==> src/hw/rtl/cbmf_fifo.sv <==
module cbmf_fifo #(
	parameter int WIDTH = 8,
	parameter int DEPTH = 4,
	localparam int PW = (DEPTH > 1) ? $clog2(DEPTH) : 1,
	localparam int CNTW = $clog2(DEPTH + 1)
) (
	input  logic             clk,
	input  logic             arst_n,
	input  logic             push,
	input  logic [WIDTH-1:0] wdata,
	input  logic             pop,
	output logic [WIDTH-1:0] rdata,
	output logic [CNTW-1:0]  count,
	output logic             empty,
	output logic             full
);

	logic [WIDTH-1:0] mem_q [DEPTH];
	logic [PW-1:0]    wr_ptr_q, rd_ptr_q;
	logic [CNTW-1:0]  count_q;
	logic             push_ok, pop_ok;

	assign empty   = (count_q == '0);
	assign full    = (count_q == CNTW'(DEPTH));
	assign count   = count_q;
	assign rdata   = mem_q[rd_ptr_q];
	assign push_ok = push && !full;
	assign pop_ok  = pop && !empty;

	always_ff @(posedge clk) begin
		if (push_ok) begin
			mem_q[wr_ptr_q] <= wdata;
		end
	end

	always_ff @(posedge clk or negedge arst_n) begin
		if (!arst_n) begin
			wr_ptr_q <= '0;
			rd_ptr_q <= '0;
			count_q  <= '0;
		end else begin
			if (push_ok) begin
				wr_ptr_q <= (wr_ptr_q == PW'(DEPTH - 1)) ? '0 : wr_ptr_q + 1'b1;
			end
			if (pop_ok) begin
				rd_ptr_q <= (rd_ptr_q == PW'(DEPTH - 1)) ? '0 : rd_ptr_q + 1'b1;
			end
			case ({push_ok, pop_ok})
				2'b10:   count_q <= count_q + 1'b1;
				2'b01:   count_q <= count_q - 1'b1;
				default: count_q <= count_q;
			endcase
		end
	end

	a_count_bound: assert property (@(posedge clk) disable iff (!arst_n)
		count_q <= CNTW'(DEPTH))
		else $error("fifo count beyond depth");

	a_ptr_gap: assert property (@(posedge clk) disable iff (!arst_n)
		(count_q == '0) |-> (wr_ptr_q == rd_ptr_q))
		else $error("fifo pointers apart while empty");

	a_pop_drains: assert property (@(posedge clk) disable iff (!arst_n)
		(pop_ok && !push_ok) |=> (count_q == $past(count_q) - 1'b1))
		else $error("fifo pop lost");

endmodule

==> config.mk <==
export PLATFORM = sky130hd
export DESIGN_NAME = cbmf_fifo
export DESIGN_NICKNAME = d
export VERILOG_FILES = /design/src/hw/rtl/cbmf_fifo.sv
export SDC_FILE = /design/constraint.sdc
export NUM_CORES = 1
export LEC_CHECK = 0
export BUFFER_PORTS_ARGS = -buffer_cell sky130_fd_sc_hd__buf_2
export CAP_MARGIN = 40
export CORE_ASPECT_RATIO = 0.8
export CORE_MARGIN = 2
export CORE_UTILIZATION = 32
export CTS_BUF_LIST = sky130_fd_sc_hd__clkbuf_2
export CTS_CLUSTER_DIAMETER = 120
export DETAILED_ROUTE_END_ITERATION = 7
export HOLD_SLACK_MARGIN = 0.15
export PLACE_DENSITY = 0.59
export SKIP_LAST_GASP = 1
export SLEW_MARGIN = 20
export SYNTH_ARGS = -nofsm -noshare
export SYNTH_HDL_FRONTEND = slang
export SYNTH_SLANG_ARGS = --single-unit
==> constraint.sdc <==
create_clock -name clk -period 2.7 [get_ports clk]
set_clock_uncertainty 0.15 [all_clocks]
set_input_delay 0.135 -clock clk [delete_from_list [all_inputs] [get_ports clk]]
set_output_delay 0.135 -clock clk [all_outputs]
set_load 0.005 [all_outputs]
# Yosys cells after proc, flatten, opt, wreduce, memory -nomap -nowiden
# Memory sizes are Yosys's and may differ from the RTL's.
# Index checks and enable logic that the tools add are counted.
[totals]
ff_bits = 7
ramBits = 32
input_bits = 12
output_inout_bits = 13
elab_cells = 24
n_memories = 1
[classes]
n_addsub = 4
eq_ne = 5
n_mux = 5
reduce_logical = 6
[memory_table]
columns = ["name", "words", "word_bits", "rd", "rd_ports_with_merged_regs", "write_ports", "line", "source"]
rows = [
  ["mem_q", 4, 8, 1, 0, 1, "18", "logic [WIDTH-1:0] mem_q [DEPTH];"],
]
[op_table]
columns = ["cell", "count"]
rows = [
  ["$eq A2 B2 Y1 const B", 3],
  ["$pmux W3 S2", 1],
  ["$add A2 B1 Y2 const B", 2],
  ["$mux W2", 2],
  ["$add A3 B1 Y3 const B", 1],
  ["$eq A3 B3 Y1 const B", 1],
  ["$logic_not A3 Y1", 1],
  ["$sub A3 B1 Y3 const B", 1],
  ["$eq A2 B1 Y1 const B", 1],
  ["$logic_and A1 B1 Y1", 2],
  ["$logic_not A1 Y1", 2],
  ["$mux W1", 2],
  ["$reduce_bool A2 Y1", 1],
]

# Logic depth before layout (Yosys ltp)
[logic_depth]
ltp_word = 5
ltp_mapped = 9

# Worst setup path before layout
# Ideal clock, no wire load.
[synth_path]
path_type = "register -> register"
start = "register count_q[0] (netlist: count[0])"
end = "register count_q[2] (netlist: count[2])"
arrival_time_ps = 2017
required_time_ps = 2471
setup_slack_ps = 453
path_stages_with_launch = 10
path_buffers = 0
path_cell_list = "dfrtp_1 > or3b_4 > and2_4 > inv_1 > ha_1 > inv_1 > fa_1 > xor2_1 > nor2_1 > xor2_1"
[synth_via]
elab_chain_cells = 5
word_cells_on_any_way = 12
[synth_lines]
columns = ["item", "line", "source"]
rows = [
  ["start, declared", "20", "logic [CNTW-1:0] count_q;"],
  ["start signal, assigned", "49", "2'b10: count_q <= count_q + 1'b1;"],
  ["start signal, assigned", "50", "2'b01: count_q <= count_q - 1'b1;"],
  ["start signal, assigned", "51", "default: count_q <= count_q;"],
  ["$eq A3 B3 Y1 or $logic_not A3 Y1 (tied branches)", "24, 23", ""],
  ["$logic_not A1 Y1, on equally long branches", "27, 28", ""],
  ["$logic_and A1 B1 Y1, on equally long branches", "27, 28", ""],
  ["$eq A2 B1 Y1 or $eq A2 B2 Y1 (tied branches)", "48", "case ({push_ok, pop_ok})"],
  ["$pmux W3 S2 or $reduce_bool A2 Y1 (tied branches)", "-", ""],
]
# Parallel ways exist; a longest one is shown, timed or not.
# A chain may end at the register's enable or synchronous reset.

# Worst setup path in the final report
# Ends and elaborated chain as after synthesis.

==> reports/results.txt <==
The post-synthesis net count was 102. The number of synthesized flops with an enable pin is 32. For the worst setup path, the data arrival time is 2560 ps. After synthesis, the netlist uses 19 different library cells.

The number of failing setup endpoints in the final timing report was 0. The commonest cells after synthesis are sky130_fd_sc_hd__edfxtp_1 (32), sky130_fd_sc_hd__inv_1 (8), sky130_fd_sc_hd__mux4_2 (8). No sink is reached through more buffers than the 2 on the longest clock path. STA classifies the critical path endpoint as a flop. The total global-route track usage is 11.00%, and the leakage power total is 0.0007796 uW. Dividing total power by cell area gives a power density of 935.3 nW/um2. Timing analysis after detailed placement gives a worst setup slack of 345.8 ps. For the initial detailed-routing violation count, the log shows 18. The synthesis-to-layout area growth is 21.82%, and the final wirelength is 2.802 mm. In this run the worst path has a maximum fanout of 6.

TritonCTS built the clock tree. The clock drives 39 sinks. Type of the worst min-delay path: in2reg. The remaining design rule violation count was 0; the leftover overflow at the end of global routing was 0.

Setup repair after global routing left no endpoint under its margin. The cell area after technology mapping was 1612 um2; the post-synthesis average cell area was 19.42 um2. At the later pin of the worst-skew pair, clock insertion delay measures 370 ps. The flow ran to the end, and the final reports show no timing, DRC or antenna violations. The measured slew at the worst slew-check pin is 587.9 ps, and the count of input and output buffers is 24.

Entering global routing, the biggest net connects 13 pins. The final number of hold-violating endpoints came out at 0. By area the synthesized netlist is led by sky130_fd_sc_hd__edfxtp_1 (60%), sky130_fd_sc_hd__mux4_2 (11%), sky130_fd_sc_hd__dfrtp_1 (11%), sky130_fd_sc_hd__ha_1 (4.7%), sky130_fd_sc_hd__and3_2 (1.9%). The number of antenna violations at the first check in global routing came out at 0. The average vias per placed instance works out to 4.540.

In the synthesized netlist, the number of instances is 83. The tools report the cts-stage hold buffer count as 12. The initialized floorplan defines 23 standard-cell rows. Across all setup checks in the final design, the least slack found is 313.7 ps. The share of final-layout standard cells stronger than drive strength 1 is 40.00%.

The tools report the critical path launch point type as a flop. For the count of pins on the block boundary, the log shows 25. The tools report the total count of max-transition violations in the final report as 0. Dividing the detail-routed wire length by the instance count gives 14.98 um. Derived from the worst setup path, the maximum achievable clock frequency is 419.1 MHz. The run gives 0 as the max capacitance violation total. After layout, the worst path uses 88.38% of the clock period. sky130_fd_sc_hd__edfxtp_1 takes more of the synthesized area than any other cell. The first global-routing pass estimated 4.471 mm of wire.

The part of the Yosys area used for sequential elements was 70.50%. The number of setup buffers added after CTS is 0. The detail route stage leaves a number of antenna-violating nets equal to 0. The cell with the most instances after synthesis is sky130_fd_sc_hd__edfxtp_1.

At the worst endpoint, the required time is 2870 ps. The run gives 5 as the TritonCTS buffer count. 0 antenna diodes ended up in the layout.

The tools report the via count of the first global-routing pass as 907. The depth of the worst hold-timing path was 2; the time the final worst path needs with I/O delays and setup was 2386 ps. During synthesis, Yosys emitted a total of 0 warnings.

In this run the biggest area consumer among cell types represents 59.63% of the synthesized area. The clock tree root driver cell is sky130_fd_sc_hd__clkbuf_2. The logs give 60.81% for the worst slew slack as a fraction of its limit and 2 for the length of the first detailed-routing pass in iterations. The total via count after detailed routing came out at 849.

The clock input transition at the sequential cells of the worst setup and hold paths is 180 ps. The synthesized design contains 39 register bits. After synthesis, the share of flip-flops with an asynchronous set or reset is 17.95%. The logs give 32.75% for the starting density of the core and 5623 um2 for the die footprint. The critical path class is reg2reg. The vertical die dimension is 67.48 um, and the final net count is 143. The most used flip-flop cell after synthesis is sky130_fd_sc_hd__edfxtp_1. The number of levels in the clock H-tree is 2, and the post-cts resize count is 0.

After legalization and detailed placement, the total HPWL measured 1.904 mm. The tools report the total of fill cells in the finished design as 460. Setup total negative slack on the finished layout was measured at 0 ps.

IR analysis of the VDD net gives a maximum drop of 401.8 uV. The number of cells on the worst reg-to-reg path is 9. The final weighted congestion in routability-driven placement is 0.7293, and the floorplan die width is 83.34 um. The tools report the core region area as 4921 um2.
-- kinds of logic (layout without fill, tap and decap cells) --
| kind of cell | count (synthesis) | in the layout | synth area share [%] |
|---|---|---|---|
| DFF | 39 | 39 | 70.50 |
| muxes | 13 | 13 | 15.06 |
| and+or+nand+nor | 11 | 11 | 4.503 |
| buffers and inverters | 10 | 52 | 2.406 |
| adders and majority gates | 7 | 7 | 5.901 |
| xor gates and xnor gates | 3 | 3 | 1.631 |
-- cell type report --
cell class / instances / area [um2] / area share, %
Inverter: 8 / 30.03 / 1.530
Tap cell: 62 / 77.57 / 3.952
Clock buffer: 6 / 30.03 / 1.530
Multi-Input combinational cell: 34 / 436.7 / 22.24
Timing Repair Buffer: 36 / 240.2 / 12.24
Clock inverter: 2 / 12.51 / 0.6373
Sequential cell: 39 / 1136 / 57.87
-- report_power, final --
| group | switching (uW) | total, uW | leakage, uW | internal [uW] |
|---|---|---|---|---|
| clock | 180 | 247 | 0.0000290 | 66.1 |
| combinational | 267 | 637 | 0.000375 | 369 |
| sequential | 140 | 953 | 0.000375 | 813 |
-- metal layers --
metal  vias to the layer above  global-route usage [%]  routed length (um)
li1                        394                       -                   -
met1                       424                   13.29                1297
met2                        24                   17.74                1297
met3                         7                   3.667                 147
met4                         0                   6.148                  59
met5                         -                       0                   0
-- worst max-delay path: stages, from the launching register on --
cell,delay [ps]
sky130_fd_sc_hd__dfrtp_1,470
sky130_fd_sc_hd__or3b_4,450
sky130_fd_sc_hd__and2_4,190
sky130_fd_sc_hd__inv_1,50
sky130_fd_sc_hd__ha_1,170
sky130_fd_sc_hd__inv_1,60
sky130_fd_sc_hd__fa_1,380
sky130_fd_sc_hd__xor2_1,150
sky130_fd_sc_hd__nor2_1,110
sky130_fd_sc_hd__xor2_1,150
-- stage by stage --
stage	cell area, um2	hold slack, ps	utilization (%)	cells	power [uW]
after floorplan	1612	-310.6	-	83	1364
after global placement	1800	-170.9	36.59	167	1572
after detailed placement	1800	-165.7	36.59	167	1606
after CTS	1963	318.2	39.89	187	1870
after global routing	1963	330.7	39.89	187	1969
final	1963	346.5	39.89	187	1836
-- state kept, by name, indices dropped and copies added (netlist names) --
signal,count
count,3
rd_ptr_q,2
wr_ptr_q,2
mem_q,32
-- path summary, 6_finish.rpt --
check	from	to	slack [ps]
setup / recovery	count[0]	count[2]	310
hold / removal	wdata[6]	mem_q[0][6]	350
setup reg to reg	count[0]	count[2]	310
hold reg to reg	count[2]	count[2]	410
max in group asynchronous	arst_n	rd_ptr_q[1]	1610
min in group asynchronous	arst_n	count[2]	540
-- layout by cell type (no fill, tap or decap) --
cell type / instances
sky130_fd_sc_hd__edfxtp_1: 32
sky130_fd_sc_hd__buf_2: 24
sky130_fd_sc_hd__dlygate4sd3_1: 12
sky130_fd_sc_hd__inv_1: 8
sky130_fd_sc_hd__mux4_2: 8
sky130_fd_sc_hd__dfrtp_1: 7
sky130_fd_sc_hd__ha_1: 6
sky130_fd_sc_hd__clkbuf_2: 6
sky130_fd_sc_hd__and3_2: 4
sky130_fd_sc_hd__nor2_1: 3
sky130_fd_sc_hd__mux2_4: 2
sky130_fd_sc_hd__mux2_2: 2
sky130_fd_sc_hd__xor2_1: 2
sky130_fd_sc_hd__nor3_1: 1
sky130_fd_sc_hd__nand2b_1: 1
sky130_fd_sc_hd__or3b_4: 1
sky130_fd_sc_hd__and2_4: 1
sky130_fd_sc_hd__mux2i_1: 1
sky130_fd_sc_hd__xnor2_1: 1
sky130_fd_sc_hd__fa_1: 1
sky130_fd_sc_hd__clkinvlp_4: 1
sky130_fd_sc_hd__clkinv_2: 1
(Power assumes the default switching activity.)
