[src/hw/rtl/cbmf_pkg.sv]
package cbmf_pkg;

	// window store depth default and field widths
	localparam int MAX_WINDOW_DEF = 256;
	localparam int SAMPLE_W       = 16;
	localparam int SUM_W          = 24;
	localparam int POS_W          = 16;
	localparam int WL_W           = 9;
	localparam int CFG_DATA_W     = 16;
	localparam int CFG_INDEX_W    = 2;

	// queue between front and back, and result queue
	localparam int WORK_DEPTH = 4;
	localparam int WORK_CNT_W = $clog2(WORK_DEPTH + 1);
	localparam int RES_DEPTH  = 4;

	localparam logic [POS_W-1:0] RECORD_LENGTH_RST = 16'd1024;
	localparam logic [WL_W-1:0]  WINDOW_LENGTH_RST = 9'd16;
	localparam logic [POS_W-1:0] PERIOD_COUNT_RST  = 16'd1024;

	typedef enum logic [CFG_INDEX_W-1:0] {
		REG_RECORD_LENGTH = 2'd0,
		REG_WINDOW_LENGTH = 2'd1,
		REG_PERIOD_COUNT  = 2'd2
	} reg_index_t;

	typedef struct packed {
		logic [POS_W-1:0] record_length;
		logic [WL_W-1:0]  window_length;
		logic [POS_W-1:0] period_count;
	} cfg_t;

	typedef struct packed {
		logic signed [SAMPLE_W-1:0] sample_re;
		logic signed [SAMPLE_W-1:0] sample_im;
	} sample_t;

	typedef struct packed {
		logic signed [SUM_W-1:0] sum_re;
		logic signed [SUM_W-1:0] sum_im;
		logic [POS_W-1:0]        delay_bin;
		logic                    period_end;
		logic                    frame_end;
	} result_t;

	// classified item handed from front to back
	typedef struct packed {
		logic signed [SAMPLE_W-1:0] new_re;
		logic signed [SAMPLE_W-1:0] new_im;
		logic signed [SAMPLE_W-1:0] old_re;
		logic signed [SAMPLE_W-1:0] old_im;
		logic                       clear;
		logic                       drop;
		logic                       emit;
		logic [POS_W-1:0]           delay_bin;
		logic                       period_end;
		logic                       frame_end;
	} work_t;

endpackage

[src/hw/rtl/cbmf_back.sv]
module cbmf_back (
	input  logic              clk,
	input  logic              arst_n,
	input  cbmf_pkg::work_t   work,
	input  logic              work_empty,
	output logic              work_pop,
	input  logic              res_full,
	output logic              res_push,
	output cbmf_pkg::result_t res_data
);

	localparam int SUMW = cbmf_pkg::SUM_W;
	localparam int SW   = cbmf_pkg::SAMPLE_W;

	logic signed [SUMW-1:0] run_re_q, run_im_q;
	logic signed [SUMW-1:0] base_re, base_im, next_re, next_im;
	logic signed [SUMW-1:0] add_re, add_im, sub_re, sub_im;

	assign work_pop = !work_empty && !res_full;
	assign res_push = work_pop && work.emit;

	always_comb begin
		base_re = work.clear ? '0 : run_re_q;
		base_im = work.clear ? '0 : run_im_q;
		add_re  = {{(SUMW-SW){work.new_re[SW-1]}}, work.new_re};
		add_im  = {{(SUMW-SW){work.new_im[SW-1]}}, work.new_im};
		sub_re  = work.drop ? {{(SUMW-SW){work.old_re[SW-1]}}, work.old_re} : '0;
		sub_im  = work.drop ? {{(SUMW-SW){work.old_im[SW-1]}}, work.old_im} : '0;
		next_re = base_re + add_re - sub_re;
		next_im = base_im + add_im - sub_im;
	end

	always_comb begin
		res_data            = '0;
		res_data.sum_re     = next_re;
		res_data.sum_im     = next_im;
		res_data.delay_bin  = work.delay_bin;
		res_data.period_end = work.period_end;
		res_data.frame_end  = work.frame_end;
	end

	always_ff @(posedge clk or negedge arst_n) begin
		if (!arst_n) begin
			run_re_q <= '0;
			run_im_q <= '0;
		end else if (work_pop) begin
			run_re_q <= next_re;
			run_im_q <= next_im;
		end
	end

	a_clear_restart: assert property (@(posedge clk) disable iff (!arst_n)
		(work_pop && work.clear && !work.drop) |=>
		(run_re_q == {{(SUMW-SW){$past(work.new_re[SW-1])}}, $past(work.new_re)}))
		else $error("sum did not restart at period start");

	a_hold_idle: assert property (@(posedge clk) disable iff (!arst_n)
		!work_pop |=> ($stable(run_re_q) && $stable(run_im_q)))
		else $error("sum moved without a transaction");

endmodule

[config.mk]
export PLATFORM = sky130hd
export DESIGN_NAME = cbmf_back
export DESIGN_NICKNAME = d
export VERILOG_FILES = /design/src/hw/rtl/cbmf_pkg.sv /design/src/hw/rtl/cbmf_back.sv
export SDC_FILE = /design/constraint.sdc
export NUM_CORES = 1
export LEC_CHECK = 0
export BUFFER_PORTS_ARGS = -buffer_cell sky130_fd_sc_hd__buf_2
export CAP_MARGIN = 20
export CORE_MARGIN = 4
export CORE_UTILIZATION = 50
export CTS_BUF_LIST = sky130_fd_sc_hd__clkbuf_4 sky130_fd_sc_hd__clkbuf_8 sky130_fd_sc_hd__clkbuf_16
export DETAILED_ROUTE_END_ITERATION = 8
export HOLD_SLACK_MARGIN = 0.08
export PLACE_DENSITY = 0.78
export SLEW_MARGIN = 25
export SYNTH_ARGS = -nofsm -noshare
export SYNTH_HDL_FRONTEND = slang
export SYNTH_SLANG_ARGS = --single-unit
export TNS_END_PERCENT = 30
[constraint.sdc]
create_clock -name clk -period 7.1 [get_ports clk]
set_input_delay 2.13 -clock clk [delete_from_list [all_inputs] [get_ports clk]]
set_output_delay 2.13 -clock clk [all_outputs]
set_load 0.02 [all_outputs]
* Word-level counts from Yosys, hierarchy flattened
Index checks and enable logic that the tools add are counted.
** Storage, ports and cells
- Bits in registers :: 48
- Input port bits :: 89
- Logic and storage cells :: 14
** Cells by class
- $add $sub $neg :: 4
- Mux-type cells :: 4
- Reduce and logical (&&, ||, !) cells :: 4
** Operators by type and width (count)
- 24-bit 2-to-1 mux :: 4
- 24-bit by 16-bit adder with 24-bit output :: 2
- 24-bit subtractor :: 2
- 1-bit logical AND :: 2
- 1-bit zero test :: 2

* Depth between registers and ports, before layout
Gate-level depths: netlist of the first run.
- Depth in word-level cells :: 3
- Depth in mapped cells :: 14

* Worst setup path after synthesis of the first run
No wires, ideal clock.
- Path kind :: in2out
- Start point :: in work[20] (netlist bit)
- End point :: out res_data[32] (netlist bit)
- Arrival :: 5078 ps
- Slack :: -108 ps
- Stages :: 13
- Path buffers :: 2
- Path through :: clkbuf_1 > clkbuf_1 > nand2b_1 > fa_1 > inv_1 > ha_1 > a21o_1 > a211o_1 > a211oi_2 > nor3_1 > o31a_1 > o21a_1 > nor2_1
** RTL lines
- from (decl) :: line cbmf_back.sv:4 : input cbmf_pkg::work_t work,
- to (decl) :: line cbmf_back.sv:9 : output cbmf_pkg::result_t res_data

==> out/metrics.csv, run 1 <==
metric,value,unit
run status,"complete, but fails checks",
failing checks,negative setup slack,
critical path's slowest cell,fa_1,
Vias/cell,5.274,
fmax,138.4,MHz
worst hold path stage count,2,
# setup viols final,11,
register area share after synthesis,18.98,%
Seq pwr share,11.6,%
io pins,157,
Routed WL,18.94,mm
CTS tree,yes,
cell area after synthesis,6330,um^2
Main synth FF type,dfrtp_1,
Layout Utilization,71.90,%
H-tree lvl count,2,
clock slew at reported path FFs,0.07,ns
initial core utilization,51.83,%
die span in y,120.5,um
RSZ-0062 raised after global routing,true,
Synth Register Bits,48,
first-pass GRT wire length,29.66,mm
Clock Tree Buf Depth,2,
fin crit share,101.8,%
Die ar.,14520,um^2
crit-path max cell delay,0.54,ns
GP Congestion,0.9117,
largest net degree at the start of global routing,49,
Final Hold Fails,0,
Die W,120.5,um
DRT antenna net count,0,
Clock Skews,0.006177,ns
number of global-route vias before repair,6340,
Comb pwr share,82.0,%
Initial DRC Count,327,
Final min period,7.225,ns
Critical Path Fanout Max,12,
dpl ws,-0.3394,ns
final setup margin,-0.1252,ns
biggest area consumer among synthesized cells,dfrtp_1,
CTS Root Cell,clkbuf_16,
Core ar.,12210,um^2
Clk pwr share,6.4,%
worst rel slew slack,54.04,%
filler cell count,934,
min-delay src,run_re_q[14],
routed vias,6281,
total power,0.004154,W
Nets,1207,
Async SR Flop Fraction,100.0,%
Worst-Skew Late Latency,0.31,ns
"most used cell, CP",buf_4,
CTS sink cnt,48,
syn avg cell area,8.023,um^2
Max Slew Vio Count,0,
top-count cell post-synth,inv_1,
cells on worst reg2reg path,15,
mean routed wirelength per cell,15.90,um
Int Pwr,0.002116,W
syn nets,974,
initial antenna violation count,0,
Crit Path Category,in2out,
Congestion Overflow GR,0,
Critical Path RT,4.97,ns
Tightest Pin Transition,0.6894,ns
All-Layer GR Usage,25.16,%
Yosys cell types,61,
R2R Setup Slk,3.64,ns
Hold Crit Class,reg2reg,
Syn. warnings,0,
Syn-to-layout area delta,38.70,%
CP cell instances,buf_6 -> nand2b_1 -> fa_1 -> inv_1 -> ha_1 -> nand2_1 -> buf_4 -> nor4_4 -> o2111ai_2 -> a21o_1 -> buf_4 -> o2bb2ai_1 -> xnor2_1 -> buf_4,
worst reg2reg path startpoint,run_im_q[4],
Hold EP,run_re_q[14],
P per Cell Area,473.1,nW/um^2
main area contributors after synthesis,"dfrtp_1 (19%), fa_1 (15%), ha_1 (9.9%)",
# diodes,0,
Worst Setup Start Kind,primary input,
switching share of total power,49.05,%
Max-Cap Viols,0,
DRC,0,
sw power,0.002037,W
buffers added on ports,120,
cells after synthesis,789,
# rows,40,
Commonest cells post-synth,"inv_1 (133), nand2_1 (101), ha_1 (50)",
leakage,4.601,nW
CTS Buf Count,5,
layout cells sized above 1,36.36,%
DP HPWL,13.74,mm
worst vdd ir,397.8,uV
worst r2r dst,run_im_q[23],
Setup crit end kind,output pin,
router iterations before antenna repair,5,
share of the synthesized area in the top cell type,18.98,%
Critical Path AT,5.10,ns
Post-synth EDFFs,0,
## critical path, delay by kind of cell
family | cells | cell delay, ns
compound gates | 3 | 0.63
simple gates | 3 | 0.61
buf+inv | 5 | 0.65
xor+xnor | 1 | 0.22
fa+ha+maj | 2 | 0.83
## cells by family (layout without fill, tap and decap cells)
| family | count (synthesis) | after routing | share of synthesized area [%] |
|---|---|---|---|
| compound gates | 154 | 154 | 16.07 |
| simple gates | 257 | 257 | 20.30 |
| buf+inv | 177 | 411 | 11.70 |
| xor+xnor | 40 | 40 | 5.535 |
| fa+ha+maj | 96 | 96 | 24.43 |
| mux | 17 | 17 | 2.985 |
| flops | 48 | 48 | 18.98 |
## worst max-delay path by stage
stage	start	to	slack (ns)
finish	work[20]	res_data[37]	-0.13
global route	work[20]	res_data[37]	-0.19
CTS	work[19]	res_data[64]	-0.05
detailed placement	work[20]	res_data[41]	-0.34
global placement	work[20]	res_data[41]	-0.27
floorplan	work[20]	res_data[64]	-0.05
## state kept, by name, indices dropped and copies added (netlist names)
name,cells
run_re_q,24
run_im_q,24
## per-stage QoR
step                      setup TNS (ns)  instances  area [um^2]  hold WS, ns
after CTS                        -0.2155       1181         8419       0.4807
after detailed placement          -4.269       1169         7971       0.4637
final                            -0.6026       1191         8780       0.4758
after floorplan                  -0.1912        789         6347       0.4472
after global placement            -3.574       1169         7971       0.4584
after global routing              -2.106       1191         8780       0.5032
## power groups by stage
stage                     Sequential (W)  Clock, W  Combinational (W)
after floorplan                 0.000458         0            0.00183
after global placement          0.000474         0            0.00287
after detailed placement        0.000481         0            0.00293
after CTS                       0.000479  0.000270            0.00312
after global routing            0.000496  0.000280            0.00369
final                           0.000482  0.000265            0.00341
## layout by cell type (no fill, tap or decap), types with 7 or more instances in the layout
cell type | Yosys | layout
a21o_1 | 19 | 19
a21oi_1 | 47 | 36
a21oi_2 | 0 | 9
and2_1 | 34 | 33
buf_2 | 1 | 103
buf_4 | 18 | 157
dfrtp_1 | 48 | 48
fa_1 | 46 | 44
ha_1 | 50 | 39
ha_4 | 0 | 7
inv_1 | 133 | 132
mux2_2 | 15 | 15
nand2_1 | 101 | 101
nand2b_1 | 48 | 46
nand3_1 | 7 | 7
nor2_1 | 27 | 24
nor2b_1 | 7 | 7
o211ai_1 | 7 | 7
o21a_1 | 8 | 8
o21ai_0 | 20 | 15
o21bai_1 | 8 | 8
xnor2_1 | 26 | 21
xor2_1 | 14 | 11
## cell type report
cell class / count / area, um^2 / area share, %
tap: 168 / 210.2 / 2.394
clock buffer: 8 / 153.9 / 1.753
multi-input combinational: 564 / 4863 / 55.39
inverter: 134 / 503.0 / 5.729
timing repair buffer: 269 / 1848 / 21.05
sequential: 48 / 1201 / 13.68
## routing by layer
| metal | global-route usage [%] | wire (um) | up-vias | share of wire [%] |
|---|---|---|---|---|
| met1 | 31.75 | 7823 | 3021 | 41 |
| met5 | 0 | 0 | - | 0 |
| met3 | 2.993 | 1003 | 41 | 5.3 |
| li1 | - | - | 2998 | - |
| met2 | 44.53 | 9603 | 221 | 51 |
| met4 | 8.640 | 505 | 0 | 2.7 |
## repair_timing
action / 4_1_cts / 5_1_grt
pin swaps: 27 / 32
resized for setup: 58 / 50
cloned: 0 / 1
endpoints found under the hold margin: 0 / 0
buffers inserted: 4 / 9
hold buffers: 0 / 0
setup endpoints to repair: 27 / 26
Power figures use the tool's default switching activity.
==> inputs of run 2 (changes only) <==
CTS_CLUSTER_SIZE = 30   (was not set)
RECOVER_POWER = 100   (was not set)
==> run 2 against run 1 <==
The flow finishes with violations (max-capacitance violations, max-slew violations, negative setup slack). Combinational power about the same. Register-to-register slack hardly changed. Critical path type unchanged. Highest routed layer unchanged. Worst setup slack improved by 0.0038 ns. Flip-flop and latch count is the same. Global-route usage unchanged.
==> out/metrics.csv, run 2 (synthesized netlist as in run 1, its figures left out) <==
metric,value,unit
die span in y,120.5,um
Worst Setup SP,work[20],
Clock Tree Buf Depth,2,
Top Registers,"run_im_q: 24 flops, run_re_q: 24 flops",
Critical Path AT,5.09,ns
placed instance area,7971,um^2
fin crit share,101.7,%
mean routed wirelength per cell,15.87,um
Crit Path Category,in2out,
Layout Utilization,71.81,%
CTS sink cnt,48,
Tightest Pin Transition,2.918,ns
worst reg2reg path startpoint,run_im_q[4],
Initial DRC Count,331,
initial antenna violation count,0,
failing checks,"max-capacitance violations, max-slew violations, negative setup slack",
Worst Setup Start Kind,primary input,
Nets,1207,
GP Congestion,0.9117,
worst rel slew slack,-94.53,%
clock slew at reported path FFs,0.07,ns
routed vias,6261,
run status,"complete, but fails checks",
Worst-Skew Late Latency,0.31,ns
CTS Root Cell,clkbuf_16,
final setup margin,-0.1213,ns
min-delay src,run_re_q[14],
critical path's slowest cell,fa_1,
"commonest cells after routing, fill and taps aside","buf_4 (155), inv_1 (133), buf_2 (103), nand2_1 (101), dfrtp_1 (48)",
io pins,157,
filler cell count,936,
router iterations before antenna repair,5,
initial core utilization,51.83,%
Syn-to-layout area delta,38.55,%
P per Cell Area,473.4,nW/um^2
hold buffers post-CTS,0,
DP HPWL,13.74,mm
layout cells sized above 1,35.97,%
Critical Path Fanout Max,12,
# rows,40,
crit-path max cell delay,0.54,ns
Congestion Overflow GR,0,
# setup viols final,11,
Critical Path RT,4.97,ns
RSZ-0062 raised after global routing,true,
Core ar.,12210,um^2
buffers added on ports,120,
first-pass GRT wire length,29.66,mm
Clock Skews,0.006445,ns
largest net degree at the start of global routing,49,
Die ar.,14520,um^2
All-Layer GR Usage,25.16,%
Die W,120.5,um
fmax,138.5,MHz
Routed WL,18.90,mm
Vias/cell,5.257,
Hold Crit Class,reg2reg,
DRT antenna net count,0,
CTS Buf Count,5,
DRC,0,
Final min period,7.221,ns
number of global-route vias before repair,6340,
"most common cell after layout, fill and taps aside",buf_4,
dpl ws,-0.3394,ns
Setup crit end kind,output pin,
hold_ws,0.4770,ns
leakage,4.596,nW
Final Hold Fails,0,
Setup TNS,-0.5771,ns
Max-Cap Viols,1,
CP cell instances,buf_6 -> nand2b_1 -> fa_1 -> inv_1 -> ha_1 -> nand2_1 -> buf_4 -> nor4_4 -> o2111ai_2 -> a21o_1 -> buf_4 -> o2bb2ai_1 -> xnor2_1 -> buf_4,
post-route cell area,8770,um^2
worst vdd ir,398.5,uV
Max Slew Vio Count,49,
"most used cell, CP",buf_4,
H-tree lvl count,2,
# diodes,0,
CTS tree,yes,
## run 2: path summary, 6_finish.rpt
kind | endpoint | slack, ns | depth (start not counted)
worst max-delay path | res_data[37] | -0.12 | 14
worst min-delay path | run_re_q[14] | 0.48 | 2
worst max register to register | run_im_q[23] | 3.63 | 15
worst min register to register | run_re_q[14] | 0.48 | 2
max in group asynchronous | run_im_q[8] | 2.59 | 2
min in group asynchronous | run_re_q[16] | 2.87 | 2
## run 2: routing by layer
layer  share of wire (%)  track usage [%]  up-vias
met5                   0                0        -
met4                 3.0            8.640        0
met3                 5.1            2.993       48
met2                  51            44.53      212
met1                  41            31.75     3002
li1                    -                -     2999
## run 2: what timing repair did
item | 4_1_cts | 5_1_grt
pin swaps | 27 | 32
gates resized for setup | 58 | 50
endpoints found under the setup margin | 27 | 26
cloned | 0 | 1
buffers inserted | 4 | 9
## run 2: area by class of cell
cell class | count | area, um^2 | share of cell area [%]
Clock buffer | 8 | 153.9 | 1.755
Multi-Input combinational cell | 564 | 4861 | 55.43
Sequential cell | 48 | 1201 | 13.70
Timing Repair Buffer | 269 | 1841 | 20.99
Tap cell | 168 | 210.2 | 2.397
Inverter | 134 | 503.0 | 5.735
## run 2: metrics by stage
step,cells,total power [W]
finish,1191,0.004151
global route,1191,0.004462
global placement,1169,0.003346
detailed placement,1169,0.003414
floorplan,789,0.002284
CTS,1181,0.003871
## run 2: critical path: cells and delay by family
kind            cells  cell delay (ns)
xor+xnor            1             0.22
fa+ha+maj           2             0.83
compound gates      3             0.62
buf+inv             5             0.65
simple gates        3             0.60
## run 2: report_power, final
part	internal [W]	switching [W]
Clock	0.000149	0.000116
Sequential	0.000405	0.0000771
Combinational	0.00156	0.00184
