==> src/hw/rtl/cbmf_pkg.sv <==
package cbmf_pkg;

	// window store depth default and field widths
	localparam int MAX_WINDOW_DEF = 256;
	localparam int SAMPLE_W       = 16;
	localparam int SUM_W          = 24;
	localparam int POS_W          = 16;
	localparam int WL_W           = 9;
	localparam int CFG_DATA_W     = 16;
	localparam int CFG_INDEX_W    = 2;

	// queue between front and back, and result queue
	localparam int WORK_DEPTH = 4;
	localparam int WORK_CNT_W = $clog2(WORK_DEPTH + 1);
	localparam int RES_DEPTH  = 4;

	localparam logic [POS_W-1:0] RECORD_LENGTH_RST = 16'd1024;
	localparam logic [WL_W-1:0]  WINDOW_LENGTH_RST = 9'd16;
	localparam logic [POS_W-1:0] PERIOD_COUNT_RST  = 16'd1024;

	typedef enum logic [CFG_INDEX_W-1:0] {
		REG_RECORD_LENGTH = 2'd0,
		REG_WINDOW_LENGTH = 2'd1,
		REG_PERIOD_COUNT  = 2'd2
	} reg_index_t;

	typedef struct packed {
		logic [POS_W-1:0] record_length;
		logic [WL_W-1:0]  window_length;
		logic [POS_W-1:0] period_count;
	} cfg_t;

	typedef struct packed {
		logic signed [SAMPLE_W-1:0] sample_re;
		logic signed [SAMPLE_W-1:0] sample_im;
	} sample_t;

	typedef struct packed {
		logic signed [SUM_W-1:0] sum_re;
		logic signed [SUM_W-1:0] sum_im;
		logic [POS_W-1:0]        delay_bin;
		logic                    period_end;
		logic                    frame_end;
	} result_t;

	// classified item handed from front to back
	typedef struct packed {
		logic signed [SAMPLE_W-1:0] new_re;
		logic signed [SAMPLE_W-1:0] new_im;
		logic signed [SAMPLE_W-1:0] old_re;
		logic signed [SAMPLE_W-1:0] old_im;
		logic                       clear;
		logic                       drop;
		logic                       emit;
		logic [POS_W-1:0]           delay_bin;
		logic                       period_end;
		logic                       frame_end;
	} work_t;

endpackage

==> src/hw/rtl/cbmf_front.sv <==
module cbmf_front #(
	parameter int MAX_WINDOW = cbmf_pkg::MAX_WINDOW_DEF,
	localparam int AW = (MAX_WINDOW > 1) ? $clog2(MAX_WINDOW) : 1
) (
	input  logic                                clk,
	input  logic                                arst_n,
	input  cbmf_pkg::cfg_t                      cfg,
	input  logic                                push,
	input  cbmf_pkg::sample_t                   sample,
	output logic                                full,
	input  logic [cbmf_pkg::WORK_CNT_W-1:0]     q_count,
	output logic                                ram_we,
	output logic [AW-1:0]                       ram_waddr,
	output logic [2*cbmf_pkg::SAMPLE_W-1:0]     ram_wdata,
	output logic [AW-1:0]                       ram_raddr,
	input  logic [2*cbmf_pkg::SAMPLE_W-1:0]     ram_rdata,
	output logic                                q_push,
	output cbmf_pkg::work_t                     q_data
);

	localparam int PW  = cbmf_pkg::POS_W;
	localparam int WLW = cbmf_pkg::WL_W;
	localparam int SW  = cbmf_pkg::SAMPLE_W;
	localparam int CW  = (AW + 1 > WLW) ? AW + 1 : WLW;
	localparam int QW  = cbmf_pkg::WORK_CNT_W + 1;

	logic [PW-1:0] pos_q, per_q;
	logic [AW-1:0] wp_q;
	logic          accept;

	logic [CW-1:0] wl_ext, wp_ext, raddr_full;
	logic [PW-1:0] wl16, last_pos, last_per;
	logic          wl_ok, clear, drop, emit, pend, fend;
	logic [PW-1:0] delay_bin;

	logic              valid_s1;
	cbmf_pkg::sample_t sample_s1;
	logic              clear_s1, drop_s1, emit_s1, pend_s1, fend_s1;
	logic [PW-1:0]     delay_s1;

	// reserve a slot for the transaction held in s1
	assign full   = ({1'b0, q_count} + QW'(valid_s1)) >= QW'(cbmf_pkg::WORK_DEPTH);
	assign accept = push && !full;

	assign wl_ext   = CW'(cfg.window_length);
	assign wp_ext   = CW'(wp_q);
	assign wl16     = PW'(cfg.window_length);
	assign wl_ok    = (cfg.window_length != '0) && (wl_ext <= CW'(MAX_WINDOW));
	assign last_pos = cfg.record_length - 1'b1;
	assign last_per = cfg.period_count - 1'b1;

	assign raddr_full = (wp_ext >= wl_ext) ? (wp_ext - wl_ext)
	                                       : (wp_ext + CW'(MAX_WINDOW) - wl_ext);

	always_comb begin
		clear     = (pos_q == '0);
		drop      = wl_ok && (pos_q >= wl16);
		emit      = wl_ok && ((cfg.record_length == '0) || (wl16 <= cfg.record_length))
		            && (({1'b0, pos_q} + 1'b1) >= {1'b0, wl16});
		delay_bin = pos_q + 1'b1 - wl16;
		pend      = (pos_q == last_pos);
		fend      = pend && (per_q == last_per);
	end

	assign ram_we    = accept;
	assign ram_waddr = wp_q;
	assign ram_wdata = {sample.sample_im, sample.sample_re};
	assign ram_raddr = raddr_full[AW-1:0];

	always_ff @(posedge clk or negedge arst_n) begin
		if (!arst_n) begin
			pos_q    <= '0;
			per_q    <= '0;
			wp_q     <= '0;
			valid_s1 <= 1'b0;
		end else begin
			valid_s1 <= accept;
			if (accept) begin
				wp_q <= (wp_q == AW'(MAX_WINDOW - 1)) ? '0 : wp_q + 1'b1;
				if (pend) begin
					pos_q <= '0;
					per_q <= fend ? '0 : per_q + 1'b1;
				end else begin
					pos_q <= pos_q + 1'b1;
				end
			end
		end
	end

	always_ff @(posedge clk) begin
		if (accept) begin
			sample_s1 <= sample;
			clear_s1  <= clear;
			drop_s1   <= drop;
			emit_s1   <= emit;
			delay_s1  <= delay_bin;
			pend_s1   <= pend;
			fend_s1   <= fend;
		end
	end

	assign q_push = valid_s1;
	always_comb begin
		q_data            = '0;
		q_data.new_re     = sample_s1.sample_re;
		q_data.new_im     = sample_s1.sample_im;
		q_data.old_re     = ram_rdata[SW-1:0];
		q_data.old_im     = ram_rdata[2*SW-1:SW];
		q_data.clear      = clear_s1;
		q_data.drop       = drop_s1;
		q_data.emit       = emit_s1;
		q_data.delay_bin  = delay_s1;
		q_data.period_end = pend_s1;
		q_data.frame_end  = fend_s1;
	end

	a_room_for_s1: assert property (@(posedge clk) disable iff (!arst_n)
		valid_s1 |-> (q_count < cbmf_pkg::WORK_CNT_W'(cbmf_pkg::WORK_DEPTH)))
		else $error("work queue overrun from s1");

	a_period_wrap: assert property (@(posedge clk) disable iff (!arst_n)
		(accept && pend) |=> (pos_q == '0))
		else $error("position did not wrap at period end");

	a_frame_end_is_period_end: assert property (@(posedge clk) disable iff (!arst_n)
		valid_s1 |-> (!fend_s1 || pend_s1))
		else $error("frame end without period end");

endmodule

==> config.mk <==
export PLATFORM = sky130hd
export DESIGN_NAME = cbmf_front
export DESIGN_NICKNAME = d
export VERILOG_FILES = /design/src/hw/rtl/cbmf_pkg.sv /design/src/hw/rtl/cbmf_front.sv
export SDC_FILE = /design/constraint.sdc
export NUM_CORES = 1
export LEC_CHECK = 0
export BUFFER_PORTS_ARGS = -buffer_cell sky130_fd_sc_hd__buf_2
export CAP_MARGIN = 20
export CORE_UTILIZATION = 47
export CTS_BUF_LIST = sky130_fd_sc_hd__clkbuf_4
export DETAILED_ROUTE_END_ITERATION = 12
export PLACE_DENSITY = 0.79
export SKIP_CTS_REPAIR_TIMING = 1
export SLEW_MARGIN = 25
export SYNTH_ARGS = -nofsm -noshare
export SYNTH_HDL_FRONTEND = slang
export SYNTH_SLANG_ARGS = --single-unit
==> constraint.sdc <==
create_clock -name clk -period 3.69 [get_ports clk]
set_input_delay 0.738 -clock clk [delete_from_list [all_inputs] [get_ports clk]]
set_output_delay 0.738 -clock clk [all_outputs]
set_load 0.01 [all_outputs]
# After elaboration in Yosys (flattened, before gate mapping)
# Index checks and enable logic that the tools add are counted.
classes:
  add_sub_neg: 11
  magnitude_cmp: 6
  n_eq_ne: 3
  mux: 4
  reduce_logical: 12
op_table:
  columns: ["cell", "count"]
  rows:
  - ["$add 16x1->16 const B", 2]
  - ["$eq 16x16->1", 2]
  - ["$logic_not 16->1", 2]
  - ["$mux 16", 2]
  - ["$sub 16x1->16 const B", 2]
  - ["$add 16x1->17 const B", 1]
  - ["$ge 17x9->1", 1]
  - ["$add 8x1->8 const B", 2]
  - ["$ge 16x9->1", 1]
  - ["$le 9x16->1", 1]
  - ["$mux 8", 2]
  - ["$sub 16x9->16", 1]
  - ["$sub 8x8->8", 2]
  - ["$ge 8x9->1", 1]
  - ["$le 9x9->1 const B", 1]
  - ["$reduce_bool 9->1", 1]
  - ["$eq 8x8->1 const B", 1]
  - ["$logic_and 1x1->1", 6]
  - ["$add 3x1->4", 1]
  - ["$ge 4x3->1 const B", 1]
  - ["$reduce_and 2->1", 1]
  - ["$logic_not 1->1", 1]
  - ["$logic_or 1x1->1", 1]
word_totals:
  register_bits: 94
  input_bits: 111
  out_inout_bits: 136
  word_cells: 48

# Logic depth before layout (Yosys ltp)
# Gate-level depths: netlist (run 1).
depth:
  ltp_word: 5
  mapped_depth: 13

# Least setup slack after synthesis (run 1)
# Ideal clock, no wire load.
synth_timing:
  path_type: "input-to-output"
  start: "input port q_count[0] in the netlist's numbering"
  end: "output port ram_we"
  arrival_ns: 3.015
  t_required_ns: 2.952
  setup_slack_ns: -0.063
  cell_stages: 4
  cell_sequence: "a31oi_1 > nand2_1 > inv_1 > clkbuf_1"
synth_between:
  elab_chain_len: 4
synth_lines:
  columns: ["element", "line", "rtl"]
  rows:
  - ["start, declared", "cbmf_front.sv:11", "input logic [cbmf_pkg::WORK_CNT_W-1:0] q_count,"]
  - ["$add 3x1->4", "cbmf_front.sv:42", "assign full = ({1'b0, q_count} + QW'(valid_s1)) >= QW'(cbmf_pkg::WORK_DEPTH);"]
  - ["$ge 4x3->1", "cbmf_front.sv:42", null]
  - ["$logic_not 1->1", "cbmf_front.sv:43", "assign accept = push && !full;"]
  - ["$logic_and 1x1->1", "cbmf_front.sv:43", null]
  - ["end, declared", "cbmf_front.sv:12", "output logic ram_we,"]
# No other way between the ends.

# Worst setup path in the final report (run 1)
layout_timing:
  start: "input port cfg[17] in the netlist's numbering"
  end: "output port ram_raddr[7]"
layout_between:
  elab_chain_len: 2
  word_cells_on_any_way: 4
layout_lines:
  columns: ["element", "line", "rtl"]
  rows:
  - ["start, declared", "cbmf_front.sv:7", "input cbmf_pkg::cfg_t cfg,"]
  - ["$sub 8x8->8 (tied with other cells)", "cbmf_front.sv:53", ": (wp_ext + CW'(MAX_WINDOW) - wl_ext);"]
  - ["$mux 8 *", "cbmf_front.sv:52", "assign raddr_full = (wp_ext >= wl_ext) ? (wp_ext - wl_ext)"]
  - ["end, declared", "cbmf_front.sv:15", "output logic [AW-1:0] ram_raddr,"]
# Mark *: on every way between the ends. The rest lies on a longest branch, timed or not.

==> results of run 1 <==
-- worst min path at each step --
stage | start | end | slack (ps) | cells past startpoint
after CTS | arst_n | per_q[9] | 410 | 1
after global placement | ram_waddr[7] | ram_waddr[7] | 530 | 1
after floorplan | arst_n | per_q[0] | 440 | 0
final | arst_n | per_q[9] | 210 | 1
after global routing | arst_n | pos_q[14] | 240 | 1
after detailed placement | per_q[15] | per_q[15] | 540 | 1
-- per-layer routing --
layer  track usage (%)  vias to the layer above
met3             4.253                       30
met1             25.12                     2640
met2             34.94                      175
li1                  -                     2840
met5                 0                        -
met4             7.371                        0
-- sequential cells by signal, summed over array words and instances, names as in the netlist --
register	cells
fend_s1	1
per_q	16
ram_waddr	8
pend_s1	1
drop_s1	1
clear_s1	1
q_push	1
delay_s1	16
emit_s1	1
pos_q	16
q_data	32
-- power breakdown --
group          internal [mW]  switching (mW)  total (mW)  leakage (nW)
logic                  0.529           0.623        1.15          2.44
registers               1.24           0.121        1.36         0.972
clock network          0.140           0.376       0.516        0.0661
-- layout make-up --
type,instances,share of cell area [%]
Tap cell,184,2.962
Clock buffer,9,0.8693
Sequential cell,94,33.68
Clock inverter,7,0.6278
Inverter,35,1.690
Timing Repair Buffer,197,13.36
Multi-Input combinational cell,525,46.81
-- layout by cell type, fill, tap and decap left out, types with 15 or more instances in the layout --
| cell type | netlist | routed |
|---|---|---|
| dfrtp_1 | 41 | 41 |
| buf_2 | 4 | 181 |
| a21oi_1 | 18 | 18 |
| xnor2_1 | 56 | 56 |
| nor4_1 | 16 | 16 |
| inv_1 | 35 | 34 |
| ha_1 | 40 | 40 |
| nor3_1 | 15 | 15 |
| nand2_1 | 68 | 68 |
| o21ai_0 | 41 | 41 |
| edfxtp_1 | 53 | 53 |
| buf_4 | 69 | 15 |
| nor2_1 | 38 | 38 |
| xor2_1 | 23 | 23 |
| nand3_1 | 21 | 21 |
-- metrics by stage --
step	total power, mW	setup slack [ps]	std cells
4_1_cts	3.051	289.1	1051
3_3_place_gp	2.506	261.5	1035
3_5_place_dp	2.537	146.4	1035
2_1_floorplan	2.211	185.3	751
6_report	3.030	298.9	1051
5_1_grt	3.242	77.22	1051
-- kinds of logic (layout without fill, tap and decap cells) --
kind of cell	Yosys count	in the layout	synth area share [%]
simple gates	253	253	19.16
buf+inv	132	248	11.11
fa+ha+maj	42	42	7.680
mux	8	8	1.227
flops	94	94	37.19
xor+xnor	79	79	9.831
compound gates	143	143	13.80
-- critical path, cell delays in order --
cell and delay, ps:
buf_2 130, inv_1 120, ha_1 300, nor2b_1 130
o21ai_0 190, a21boi_0 150, o21a_1 200, nor2_1 160
o21bai_1 90, a21oi_1 170, xnor2_1 130, buf_2 140
==> results.yml, run 1 <==
route:
  vias: 5685
  routed_wl_microns: 15490
  dr.pass1.iters: 5
  wl_met3_microns: 862
  dr_wl_met2_microns: 7566
  vias_per_cell: 5.409
  drt_first_iter_violations: 275
  wl_per_cell_microns: 14.74
  top_layer_used: "met4"
  ant_nets: 0
  route.detailed.drc: 0
  wirelength_met1_microns: 6719
floorplan:
  fp.dieW_microns: 124.4
  die_h_microns: 124.4
  core-area_sq_mm: 0.01459
  die_area_sq_mm: 0.01547
  io_pins: 247
  start_util_pct: 48.24
  rows: 44
yosys:
  synth_commonest_cells: "69 x buf_4, 68 x nand2_1, 56 x xnor2_1, 53 x edfxtp_1"
  synth.avg_cell_area_sq_um: 9.372
  synth_fp_nets: 904
  synth.largest_area_cell: "edfxtp_1"
  synthTopCellsByArea: "edfxtp_1 23%, dfrtp_1 15%, buf_4 7.4%"
  synth_top_area_share_pct: 22.61
  synth.most_common_cell: "buf_4"
  synth-seq-cells: 94
  syn_inst: 751
  synth-edff-count: 53
  ys_types: 68
  ys_seq_area_share_pct: 37.19
  ys.flop_type: "edfxtp_1"
  yosys_warnings: 0
  syn_area_sq_mm: 0.007038
  ys_async_sr_fraction_pct: 43.62
timing:
  hold_viol: 0
  fin_crit_sh_pct: 91.90
  max_freq_ghz: 0.2949
  holdWs_ps: 214.0
  finalMaxSlewViolations: 0
  period_needed_ps: 3391
  tns_ps: 0
  finalSetupViolCount: 0
  tightest_slew_ps: 642.0
  skew_ps: 13.21
  rsz0062_at_grt: "false"
  slew_headroom_pct: 56.87
hold_path:
  min_path_type: "input pin to asynchronous set/reset pin"
grt:
  grt_use_total_pct: 20.36
  antenna_found_initial: 1
  grt_pass1_wl_microns: 25900
  grt_start_max_net_pins: 42
  overflow: 0
  grt_pass1_vias: 5397
clock_tree:
  numCtsBuffers: 9
  clock_sinks: 94
  cts_tree: "built"
  cts_buffer_depth: 2
  ctsHtreeMaxLevel: 3
  insertion_delay_ps: 480
  path_clk_slew_ps: 160
  root_buffer: "clkbuf_4"
setup_path:
  r2r_end: "emit_s1"
  r2r_cells: 11
  cp-endpoint: "ram_raddr[7]"
  cp-startpoint: "cfg[17]"
  start_kind: "input pin"
  worstPathRequired_ps: 2950
  cp.arrival_ps: 2650
  worst_setup_path_end_kind: "primary output"
  reg2reg_slack_ps: 340
  r2r_start: "pos_q[0]"
  path_class: "input pin to primary output"
  cp_max_fo: 4
placed_design:
  gp_congestion: 0.8356
  placed_cell_area_sq_mm: 0.007654
  hpwlAfterDp_microns: 12160
  port_buffers: 182
layout:
  drive_above_1_share_pct: 27.45
  diodes: 0
  nFillCells: 1333
  syn_to_final_growth_pct: 10.44
  multi_input_comb_area_sq_mm: 0.003638
  final-seq-area_sq_mm: 0.002618
  utilization_pct: 53.28
  layout.nets: 1015
  fin_area_sq_mm: 0.007772
power:
  power_density_mw_per_mm2: 389.8
  p_leak_nw: 3.475
  ir_worst_vdd_mv: 0.1655
status:
  outcome: "finished clean"
run:
  maxCapViolCount: 0
No activity file was read; power rests on OpenSTA's default activity.
==> inputs of run 2 (changes only) <==
--- a/config.mk
+++ b/config.mk
@@ -7,6 +7,7 @@
 export LEC_CHECK = 0
 export BUFFER_PORTS_ARGS = -buffer_cell sky130_fd_sc_hd__buf_2
 export CAP_MARGIN = 20
+export CORE_ASPECT_RATIO = 1.2
 export CORE_UTILIZATION = 47
 export CTS_BUF_LIST = sky130_fd_sc_hd__clkbuf_4
 export DETAILED_ROUTE_END_ITERATION = 12
@@ -16,3 +17,4 @@
 export SYNTH_ARGS = -nofsm -noshare
 export SYNTH_HDL_FRONTEND = slang
 export SYNTH_SLANG_ARGS = --single-unit
+export TNS_END_PERCENT = 30
==> results.yml, run 2 (same netlist as run 1, synthesis figures left out) <==
timing:
  rsz0062_at_grt: "false"
  finalSetupViolCount: 0
  slew_headroom_pct: 61.24
  max_freq_ghz: 0.2929
  finalMaxSlewViolations: 0
  holdWs_ps: 143.7
  tns_ps: 0
  tightest_slew_ps: 572.3
  period_needed_ps: 3415
  hold_viol: 0
  fin_crit_sh_pct: 92.54
  skew_ps: 15.45
floorplan:
  core-area_sq_mm: 0.01453
  rows: 48
  die_h_microns: 136.1
  start_util_pct: 48.42
  io_pins: 247
  fp.dieW_microns: 113.7
  die_area_sq_mm: 0.01547
placed_design:
  hpwlAfterDp_microns: 12700
  port_buffers: 182
  gp_congestion: 0.8872
  dp.cells: 1058
layout:
  drive_above_1_share_pct: 28.00
  final-seq-area_sq_mm: 0.002618
  syn_to_final_growth_pct: 11.98
  final_common_cell: "buf_2"
  layout.nets: 1023
  largest_reg_flops: 32
  stdcell_count: 1076
  multi_input_comb_area_sq_mm: 0.003638
  nFillCells: 1350
  final_cell_mix: "182 x buf_2, 68 x nand2_1, 56 x xnor2_1"
route:
  wl_per_cell_microns: 14.81
  drt_first_iter_violations: 285
  route.detailed.drc: 0
  vias: 5803
  ant_nets: 0
  dr.pass1.iters: 6
  routed_wl_microns: 15940
  vias_per_cell: 5.393
clock_tree:
  path_clk_slew_ps: 150
  numCtsBuffers: 9
  insertion_delay_ps: 460
  root_buffer: "clkbuf_4"
  ctsHtreeMaxLevel: 3
  cts_tree: "built"
  clock_sinks: 94
  cts_buffer_depth: 2
setup_path:
  crit_family: "compound AO/OA/AOI/OAI gates"
  start_kind: "input pin"
  cpMostUsedCell: "buf_2"
  worst-path-buf-inv: 3
  worstPathRequired_ps: 2950
  r2r_cells: 11
  worst_setup_path_end_kind: "primary output"
  cp.arrival_ps: 2680
  cp_slowest_cell: "ha_1"
  cp_max_fo: 4
  cpPeakStageDelay_ps: 290
  crit_chain: "buf_2 -> inv_1 -> ha_1 -> nor2b_1 -> o21ai_0 -> a21boi_0 -> o21a_1 -> nor2_1 -> o21bai_1 -> a21oi_1 -> xnor2_1 -> buf_2"
  path_depth: 12
  path_class: "input pin to primary output"
power:
  switching_share_pct: 36.15
  p_leak_nw: 3.523
  p_clk_share_pct: 18.9
  p_int_mw: 1.987
  pwr-share-comb_pct: 36.7
  p_seq_share_pct: 44.3
  total_power_mw: 3.112
  p_sw_mw: 1.125
  power_density_mw_per_mm2: 394.9
  ir_worst_vdd_mv: 0.2112
grt:
  overflow: 0
  grt_use_total_pct: 20.96
  grt_pass1_wl_microns: 25700
  antenna_found_initial: 1
  grt_pass1_vias: 5438
  grt_start_max_net_pins: 43
hold_path:
  min_path_type: "input pin to asynchronous set/reset pin"
status:
  outcome: "finished clean"
run:
  maxCapViolCount: 0
run 2: metal layers:
layer,share of wire [%],global-route usage [%],up-vias
met1,41,24.44,2723
li1,-,-,2848
met4,2.4,7.968,0
met2,51,38.72,205
met5,0,0,-
met3,5.7,2.809,27
run 2: final timing paths:
check / start / end / slack [ps]
worst max register to register: pos_q[0] / emit_s1 / 340
max in group asynchronous: arst_n / pos_q[13] / 3090
worst min-delay path: arst_n / ram_waddr[2] / 140
worst max-delay path: cfg[17] / ram_raddr[7] / 280
min in group clk: sample[9] / q_data[62] / 450
worst min register to register: ram_waddr[7] / ram_waddr[7] / 570
run 2: metrics by stage:
| step | util [%] | instance area, sq um | setup slack [ps] |
|---|---|---|---|
| after floorplan | - | 7039 | 185.3 |
| after global placement | 53.07 | 7714 | 250.3 |
| after detailed placement | 53.07 | 7714 | 104.2 |
| after CTS | 54.07 | 7859 | 229.7 |
| after global routing | 54.23 | 7881 | 118.8 |
| final | 54.23 | 7881 | 275.4 |
run 2: layout make-up:
cell class                      count  area share, %
Multi-Input combinational cell    525          46.17
Sequential cell                    94          33.21
Timing Repair Buffer              205          13.91
Tap cell                          200          3.175
Inverter                           35          1.667
Clock inverter                      7         0.9843
Clock buffer                        9         0.8573
Antenna cell                        1        0.03175
run 2: power by group through the flow:
stage / clock [mW] / sequential (mW) / combinational (mW)
2_1_floorplan: 0 / 1.37 / 0.839
3_3_place_gp: 0 / 1.40 / 1.12
3_5_place_dp: 0 / 1.40 / 1.15
4_1_cts: 0.615 / 1.38 / 1.15
5_1_grt: 0.652 / 1.40 / 1.27
6_report: 0.590 / 1.38 / 1.14
